===== config.mk =====
export PLATFORM = sky130hd
export DESIGN_NAME = fcw_addr_unit
export DESIGN_NICKNAME = d
export VERILOG_FILES = /design/src/hdl/fcw_pkg.sv /design/src/hdl/fcw_addr_unit.sv
export SDC_FILE = /design/constraint.sdc
export NUM_CORES = 1
export LEC_CHECK = 0
export BUFFER_PORTS_ARGS = -buffer_cell sky130_fd_sc_hd__buf_2
export CAP_MARGIN = 0
export CORE_AREA = 2 2 151 300
export CTS_BUF_LIST = sky130_fd_sc_hd__clkbuf_16
export DETAILED_ROUTE_END_ITERATION = 8
export DIE_AREA = 0 0 153 302
export HOLD_SLACK_MARGIN = 0.03
export PLACE_DENSITY = 0.69
export SLEW_MARGIN = 20
export SYNTH_ARGS = -nofsm -noshare
export SYNTH_HDL_FRONTEND = slang
export SYNTH_SLANG_ARGS = --single-unit

===== constraint.sdc =====
create_clock -name clock -period 7.86 [get_ports clock]
set_clock_uncertainty 0.15 [all_clocks]
set_input_delay 0.393 -clock clock [delete_from_list [all_inputs] [get_ports clock]]
set_output_delay 0.393 -clock clock [all_outputs]
set_load 0.01 [all_outputs]

===== src/hdl/fcw_pkg.sv =====
// Package for the FAT16 cluster chain walker: field widths, operation and
// status codes, register indexes and reset values.
// No dependencies; every other file of the block uses it.
package fcw_pkg;

   localparam int TABLE_ENTRIES_DEFAULT = 4096;

   localparam int OP_W      = 2;
   localparam int CLUSTER_W = 16;
   localparam int LENGTH_W  = 32;
   localparam int STATUS_W  = 2;
   localparam int ADDR_W    = 40;
   localparam int COUNT_W   = 20;

   localparam int BPS_W     = 13;
   localparam int SPC_W     = 8;
   localparam int DSS_W     = 20;
   localparam int CSR_IDX_W = 2;
   localparam int CSR_DATA_W = 20;

   // Operation codes
   localparam logic [OP_W-1:0] OP_LOAD  = 2'd0;
   localparam logic [OP_W-1:0] OP_START = 2'd1;
   localparam logic [OP_W-1:0] OP_NEXT  = 2'd2;

   // Status codes
   localparam logic [STATUS_W-1:0] ST_GIVEN  = 2'd0;
   localparam logic [STATUS_W-1:0] ST_LOADED = 2'd1;
   localparam logic [STATUS_W-1:0] ST_IDLE   = 2'd2;
   localparam logic [STATUS_W-1:0] ST_RANGE  = 2'd3;

   // Register indexes
   localparam logic [CSR_IDX_W-1:0] CSR_BYTES_PER_SECTOR    = 2'd0;
   localparam logic [CSR_IDX_W-1:0] CSR_SECTORS_PER_CLUSTER = 2'd1;
   localparam logic [CSR_IDX_W-1:0] CSR_DATA_START_SECTOR   = 2'd2;

   localparam logic [BPS_W-1:0] BPS_RESET = 13'd512;
   localparam logic [SPC_W-1:0] SPC_RESET = 8'd1;
   localparam logic [DSS_W-1:0] DSS_RESET = 20'd0;

   localparam logic [CLUSTER_W-1:0] END_MARK           = 16'hFFFF;
   localparam logic [CLUSTER_W-1:0] FIRST_DATA_CLUSTER = 16'd2;
   localparam logic [COUNT_W-1:0]   COUNT_MAX          = 20'hFFFFF;

endpackage


===== src/hdl/fcw_addr_unit.sv =====
// Two-step address arithmetic for one delivered cluster: the first multiply
// is registered, the sum and the second multiply follow in the next cycle.
// Depends on fcw_pkg.
module fcw_addr_unit (
   input  logic                            clock,
   input  logic                            load,
   input  logic [fcw_pkg::CLUSTER_W-1:0]   cluster,
   input  logic [fcw_pkg::SPC_W-1:0]       sector_count,
   input  logic [fcw_pkg::BPS_W-1:0]       sector_bytes,
   input  logic [fcw_pkg::DSS_W-1:0]       data_start_sector,
   output logic [fcw_pkg::ADDR_W-1:0]      byte_address,
   output logic [fcw_pkg::COUNT_W-1:0]     cluster_size
);

   localparam int PROD_W  = fcw_pkg::CLUSTER_W + fcw_pkg::SPC_W;
   localparam int BASE_W  = PROD_W + 1;
   localparam int CSIZE_W = fcw_pkg::SPC_W + fcw_pkg::BPS_W;
   localparam int RAW_W   = BASE_W + fcw_pkg::BPS_W;

   logic [PROD_W-1:0]  prod_ff,  prod_in;
   logic [CSIZE_W-1:0] csize_ff, csize_in;
   logic [BASE_W-1:0]  base;
   logic [RAW_W-1:0]   addr_raw;

   assign prod_in  = PROD_W'(cluster - fcw_pkg::FIRST_DATA_CLUSTER) * PROD_W'(sector_count);
   assign csize_in = CSIZE_W'(sector_count) * CSIZE_W'(sector_bytes);

   always_ff @(posedge clock) begin
      if (load) begin
         prod_ff  <= prod_in;
         csize_ff <= csize_in;
      end
   end

   assign base     = BASE_W'(prod_ff) + BASE_W'(data_start_sector);
   assign addr_raw = RAW_W'(base) * RAW_W'(sector_bytes);

   assign byte_address = fcw_pkg::ADDR_W'(addr_raw);
   // Clusters larger than the count field can show are clipped to its maximum.
   assign cluster_size = (csize_ff > CSIZE_W'(fcw_pkg::COUNT_MAX)) ? fcw_pkg::COUNT_MAX
                                                                   : csize_ff[fcw_pkg::COUNT_W-1:0];

endmodule


==> flow_metrics.tcl, run 1 <==
set metrics [dict create \
    grt_overflow_total 0 \
    critPathCaptureType "output pin" \
    drtAntennaViolNets 0 \
    cts_tree "yes" \
    drv_cap 0 \
    wl_um 55700 \
    path_class "reg -> out" \
    num_io_pins 119 \
    startpoint "prod_ff[1]" \
    yosysWarnings 0 \
    gp_congestion 0.884 \
    cts_num_sinks 45 \
    place_area_mm2 0.0238 \
    finalSetupViolations 13 \
    period_needed_ns 8.32 \
    final_hold_viol_count 0 \
    drcViolationCount 0 \
    grt_pass1_wl_um 91400 \
    dp_hpwl_um 46400 \
    period_share_pct 106 \
    fillers 3917 \
    synth_top_cell_area_share_pct 39.1 \
    rows 109 \
    syn-cell-area_mm2 0.0216 \
    drv_slew 0 \
    ys_ff_latch 45 \
    use_met1_pct 24.0 \
    use_met3_pct 3.24 \
    worst_pin_slew_ns 1.03 \
    core-area_mm2 0.0441 \
    wl_per_cell_um 17.2 \
    drive_gt1_share_pct 19.5 \
    failed_checks "negative setup slack" \
    cts_buffers 5 \
    antenna_found_initial 15 \
    min_path_type "in -> reg" \
    grt_busiest_layer "met2" \
    yosysMostFrequentCell "inv_1" \
    fp.dieH_um 302 \
    start_util_pct 49.1 \
    cp_slowest_cell "fa_1" \
    clk_pin_slew_ns 0.06 \
    max_slew_margin_pct 31.0 \
    setup_ws_ns -0.458 \
    grt_pass1_vias 19300 \
    max_freq_mhz 120 \
    gr-usage-met2_pct 48.5 \
    crit_path_max_fanout 4 \
    arrival_ns 7.78 \
    die_w_um 153 \
    clock_path_buffers 2 \
    vias 17500 \
    synth_cells 2476 \
    syn_to_final_growth_pct 15.9 \
    rsz0062_at_grt "true" \
    cp.required_ns 7.32 \
    ys_seq_area_share_pct 6.25 \
    yosys-top-cells-area "fa_1, ha_1, inv_1" \
    holdBufCountCts 0 \
    globalRouteTotalUtil_pct 24.5 \
    critical_path.max_stage_delay_ns 0.58 \
    fin_area_mm2 0.0251 \
    hold_end "prod_ff[0]" \
    cp-start-kind "register" \
    async_flop_share_pct 0 \
    min_from "cluster[0]" \
    drtIter0Drc 714 \
    fin_nets 3361 \
    fp.dieArea_mm2 0.0462 \
    grt_max_degree 46 \
    avgViaCountPerCell 5.40 \
    synthFlopType "edfxtp_1" \
    cts-root-buf "clkbuf_16" \
    h-tree-depth 2 \
    netlist_top_cells_count "inv_1, fa_1, nand2_1" \
    first_pass_iters 5 \
    avgSynthCellArea_um2 8.74 \
    seqCellArea_mm2 0.00135 \
    multi_input_area_mm2 0.0187 \
    yosys.cell_types.count 70 \
    status "complete, but fails checks" \
    synth_edf_count 45 \
    portBuffers 116 \
    hold_path_depth 2 \
    netlist.top_cell.by_area "fa_1" \
]
[placed cells by master (no fill, tap or decap), types with 45 or more instances in the layout]
master | synthesis | layout
fa_1 | 423 | 413
xnor2_1 | 64 | 58
edfxtp_1 | 45 | 45
buf_4 | 4 | 183
nand2b_1 | 45 | 45
inv_1 | 519 | 503
nand2_1 | 322 | 318
buf_2 | 6 | 116
and2_1 | 224 | 218
ha_1 | 192 | 172
[metrics by stage]
stage | util (%) | cells | setup WS [ns] | hold WS, ns | setup TNS (ns)
2_1_floorplan | - | 2477 | 0.204 | 0.355 | 0
3_3_place_gp | 54.0 | 3202 | -0.639 | 0.693 | -5.15
3_5_place_dp | 54.0 | 3202 | -0.715 | 0.689 | -6.86
4_1_cts | 56.1 | 3225 | -0.366 | 0.379 | -2.47
5_1_grt | 56.9 | 3242 | -0.661 | 0.410 | -7.58
6_report | 56.9 | 3242 | -0.458 | 0.384 | -3.26
[state kept, by name, indices dropped and copies added (netlist names)]
name,cells
csize_ff,21
prod_ff,24
[final cells by class]
class,count,share of cell area [%]
antenna,1,0.00998
clock buffer,5,0.499
clock inverter,1,0.0200
inverter,519,7.77
multi-input combinational,1792,74.4
sequential,45,5.39
tap,555,2.77
timing repair buffer,324,9.09
[per-layer routing]
| layer | wire [µm] | part of all wire (%) |
|---|---|---|
| met1 | 18300 | 33 |
| met2 | 31500 | 57 |
| met3 | 2180 | 3.9 |
| met4 | 3550 | 6.4 |
| met5 | 183 | 0.33 |
[how the worst max path moves through the flow]
stage	endpoint	depth (start not counted)	slack (ns)
after floorplan	byte_address[23]	26	0.20
after global placement	byte_address[36]	34	-0.64
after detailed placement	byte_address[36]	33	-0.71
after CTS	byte_address[36]	33	-0.37
after global routing	byte_address[36]	33	-0.66
final	byte_address[36]	33	-0.46
[critical path, delay by kind of cell (launching register included)]
family                     cells  cell delay (ns)
AOI/OAI and AO/OA              7             1.27
adders and majority gates      7             3.19
buffers and inverters         10             1.28
DFF                            1             0.39
muxes                          1             0.29
and+or+nand+nor                8             1.08
[kinds of logic after synthesis]
group                      share of synthesized area (%)
and+or+nand+nor                                     20.3
buffers and inverters                               11.2
adders and majority gates                           50.3
AOI/OAI and AO/OA                                   6.19
xor gates and xnor gates                            3.81
DFF                                                 6.25
muxes                                               1.98
other                                             0.0173
[what timing repair did]
action                     in CTS  in global routing
buffers inserted               23                 19
pin swaps                      87                 76
gates resized for setup       139                 54
hold endpoints to repair        0                  0
setup endpoints to repair      22                 21
Power of run 1 is left out: the tool's default activity adds up to more than one toggle a clock period on the data nets, which glitch-free logic cannot reach.
==> inputs of run 2 (changes only) <==
Settings changed: BUFFER_PORTS_ARGS -buffer_cell sky130_fd_sc_hd__buf_2 to -buffer_cell sky130_fd_sc_hd__buf_4.
==> flow_metrics.tcl, run 2 (synthesis gave the netlist of run 1 again) <==
set metrics [dict create \
    min_path_type "in -> reg" \
    failed_checks "negative setup slack" \
    setup_ws_ns -0.241 \
    top_register "prod_ff" \
    period_needed_ns 8.10 \
    cpMostUsedCell "fa_1" \
    clock_path_buffers 2 \
    holdBufCountCts 0 \
    grt_max_degree 46 \
    num_io_pins 119 \
    hold_end "prod_ff[0]" \
    path_class "reg -> out" \
    critPathCaptureType "output pin" \
    fp.dieH_um 302 \
    grt_pass1_vias 19700 \
    cts-root-buf "clkbuf_16" \
    arrival_ns 7.56 \
    h-tree-depth 2 \
    portBuffers 116 \
    fin_area_mm2 0.0256 \
    fp.dieArea_mm2 0.0462 \
    cp.required_ns 7.32 \
    drv_slew 0 \
    drcViolationCount 0 \
    gp_congestion 0.871 \
    hold_path_depth 2 \
    cp_slowest_cell "fa_1" \
    core-area_mm2 0.0441 \
    top_regs "prod_ff (24), csize_ff (21)" \
    drtIter0Drc 604 \
    rsz0062_at_grt "true" \
    drtAntennaViolNets 0 \
    layout_common_cells "inv_1, fa_1, nand2_1, buf_4, and2_1" \
    dp_hpwl_um 46300 \
    critical_path.max_stage_delay_ns 0.54 \
    cts_tree "yes" \
    cp-start-kind "register" \
    wl_um 56300 \
    globalRouteTotalUtil_pct 24.8 \
    period_share_pct 103 \
    clk_pin_slew_ns 0.07 \
    cts_buffers 5 \
    min_from "cluster[0]" \
    finalSetupViolations 11 \
    place_area_mm2 0.0240 \
    avgViaCountPerCell 5.39 \
    worst_pin_slew_ns 0.897 \
    rows 109 \
    final_hold_viol_count 0 \
    first_pass_iters 5 \
    drv_cap 0 \
    status "complete, but fails checks" \
    antenna_found_initial 3 \
    grt_overflow_total 0 \
    wl_per_cell_um 17.3 \
    start_util_pct 49.1 \
    grt_pass1_wl_um 92800 \
    vias 17500 \
    syn_to_final_growth_pct 18.4 \
    largest_reg_flops 24 \
    max_slew_margin_pct 39.7 \
    crit_path_max_fanout 4 \
    die_w_um 153 \
    layout.cells.most_common "inv_1" \
    drive_gt1_share_pct 21.1 \
    max_freq_mhz 123 \
    cts_num_sinks 45 \
    fin_nets 3370 \
]
## run 2: cell types whose count changed in the layout (fill, tap and decap cells not counted), sizes merged
cell	delta
buf	+9
clkinv	+2
## run 2: final cells by class
class / count / area (µm²)
inverter: 519 / 1950
sequential: 45 / 1350
tap: 555 / 694
clock buffer: 5 / 125
clock inverter: 3 / 12.5
multi-input combinational: 1792 / 18800
timing repair buffer: 333 / 2680
fill: 3862 / 18400
antenna: 1 / 2.50
## run 2: stage by stage
step,setup slack [ns],hold slack (ns),util (%),TNS (ns),cells
final,-0.241,0.332,58.1,-1.35,3253
after global routing,-0.509,0.334,58.1,-5.40,3253
after CTS,-0.359,0.315,56.9,-2.05,3235
after detailed placement,-0.782,0.625,54.6,-7.37,3196
after global placement,-0.672,0.622,54.6,-4.95,3196
after floorplan,0.204,0.355,-,0,2477
## run 2: routing by layer
| metal | vias up | part of all wire (%) | GRT usage (%) | wire [µm] |
|---|---|---|---|---|
| met5 | - | 0.053 | 0 | 30 |
| met4 | 4 | 5.7 | 13.4 | 3220 |
| met3 | 192 | 4.7 | 3.21 | 2660 |
| met2 | 499 | 57 | 49.5 | 32300 |
| met1 | 8835 | 32 | 24.4 | 18100 |
| li1 | 7988 | - | - | - |
## run 2: worst max path at each step
| stage | to | slack [ns] | cells past startpoint | start |
|---|---|---|---|---|
| 3_5_place_dp | byte_address[36] | -0.78 | 33 | data_start_sector[1] |
| 2_1_floorplan | byte_address[23] | 0.20 | 26 | data_start_sector[1] |
| 6_report | byte_address[36] | -0.24 | 32 | prod_ff[1] |
| 3_3_place_gp | byte_address[36] | -0.67 | 33 | data_start_sector[1] |
| 4_1_cts | byte_address[36] | -0.36 | 32 | prod_ff[1] |
| 5_1_grt | byte_address[36] | -0.51 | 33 | prod_ff[0] |
## run 2: critical path, delay by kind of cell (launching register included)
family	cells	cell delay [ns]
simple gates	5	0.75
flops	1	0.39
buf+inv	10	1.15
xor+xnor	1	0.08
compound gates	9	1.74
fa+ha+maj	7	3.12
## run 2: repair_timing
| item | CTS | global route |
|---|---|---|
| gates resized for setup | 137 | 106 |
| pin swaps | 123 | 109 |
| endpoints found under the hold margin | 0 | 0 |
| setup buffers | 35 | 24 |
| gates cloned | 0 | 0 |
| setup endpoints to repair | 23 | 22 |
Power of run 2 is left out for the same reason.
==> inputs of run 3 (changes only) <==
Settings changed: CTS_BUF_LIST sky130_fd_sc_hd__clkbuf_16 to sky130_fd_sc_hd__clkbuf_4.
==> flow_metrics.tcl, run 3 (synthesis gave the netlist of run 1 again) <==
set metrics [dict create \
    gp_congestion 0.871 \
    fin_nets 3368 \
    critical_path.max_stage_delay_ns 0.56 \
    globalRouteTotalUtil_pct 24.8 \
    cts_num_sinks 45 \
    wl_um 56100 \
    drcViolationCount 0 \
    period_needed_ns 8.27 \
    period_share_pct 105 \
    dp_hpwl_um 46300 \
    max_freq_mhz 121 \
    layout.cells.most_common "inv_1" \
    crit_path_max_fanout 5 \
    grt_pass1_vias 19700 \
    hold_slack_ns 0.234 \
    status "complete, but fails checks" \
    use_met3_pct 3.11 \
    cp.required_ns 7.32 \
    failed_checks "negative setup slack" \
    cp-start-kind "register" \
    top_regs "prod_ff (24), csize_ff (21)" \
    cts-root-buf "clkbuf_4" \
    clk_pin_slew_ns 0.16 \
    setup_ws_ns -0.406 \
    grt_overflow_total 0 \
    instances_no_fill 3252 \
    rsz0062_at_grt "true" \
    cts_buffers 5 \
    avgViaCountPerCell 5.36 \
    layout_common_cells "inv_1, fa_1, nand2_1, buf_4, and2_1" \
    h-tree-depth 2 \
    drtAntennaViolNets 0 \
    wl_per_cell_um 17.2 \
    grt_max_degree 46 \
    post-place-cells 3196 \
    grt_pass1_wl_um 92600 \
    antenna_found_initial 4 \
    arrival_ns 7.72 \
    finalSetupViolations 15 \
    die_w_um 153 \
    path_class "reg -> out" \
    fp.dieArea_mm2 0.0462 \
    drv_slew 0 \
    top_register "prod_ff" \
    portBuffers 116 \
    largest_reg_flops 24 \
    rows 109 \
    fp.dieH_um 302 \
    start_util_pct 49.1 \
    min_path_type "in -> reg" \
    gr-usage-met2_pct 49.3 \
    cts_tree "yes" \
    num_io_pins 119 \
    drtIter0Drc 697 \
    syn_to_final_growth_pct 17.7 \
    min_from "cluster[0]" \
    clock_path_buffers 2 \
    place_ws_ns -0.782 \
    startpoint "prod_ff[1]" \
    cpMostUsedCell "fa_1" \
    drive_gt1_share_pct 20.5 \
    vias 17400 \
    first_pass_iters 5 \
    drv_cap 0 \
    cp_slowest_cell "fa_1" \
    worst_pin_slew_ns 0.884 \
    use_met1_pct 24.2 \
    core-area_mm2 0.0441 \
    grt_busiest_layer "met2" \
    final_hold_viol_count 0 \
    critPathCaptureType "output pin" \
    max_slew_margin_pct 40.6 \
]
[run 3: final timing paths]
check	endpoint	slack, ns	cells after the start
hold / removal	prod_ff[0]	0.23	2
setup / recovery	byte_address[23]	-0.41	28
[run 3: what timing repair did]
item | 4_1_cts | 5_1_grt
hold endpoints to repair | 0 | 0
gates resized for setup | 147 | 78
endpoints found under the setup margin | 24 | 23
buffers inserted | 32 | 21
hold buffers | 0 | 0
pin swaps | 109 | 90
cloned | 1 | 0
[run 3: final cells by class]
type                    count  area [µm²]
multi-input cells        1792       18800
fillers                  3866       18600
diodes                      2        5.00
well taps                 555         694
repair buffers            331        2650
inverters                 519        1950
flip-flops and latches     45        1350
clock buffers               5        37.5
clock inverters             3        12.5
[run 3: critical path, delay by kind of cell, from the launching register on]
kind	cells	cell delay [ns]
simple gates	6	1.54
buf+inv	5	0.63
compound gates	10	1.63
flops	1	0.42
fa+ha+maj	7	3.06
[run 3: layer usage]
layer	wire, µm	share of wire, %	vias up
met5	23	0.041	-
met1	18300	33	8795
met3	2550	4.5	185
met4	3130	5.6	4
li1	-	-	7984
met2	32000	57	470
[run 3: per-stage QoR]
step	instance area, µm²	setup TNS (ns)	utilization (%)
after floorplan	21600	0	-
after detailed placement	24000	-7.37	54.6
after global placement	24000	-4.95	54.6
final	25500	-3.34	57.8
after global routing	25500	-8.85	57.8
after CTS	25000	-4.62	56.8
Power of run 3 is left out for the same reason.
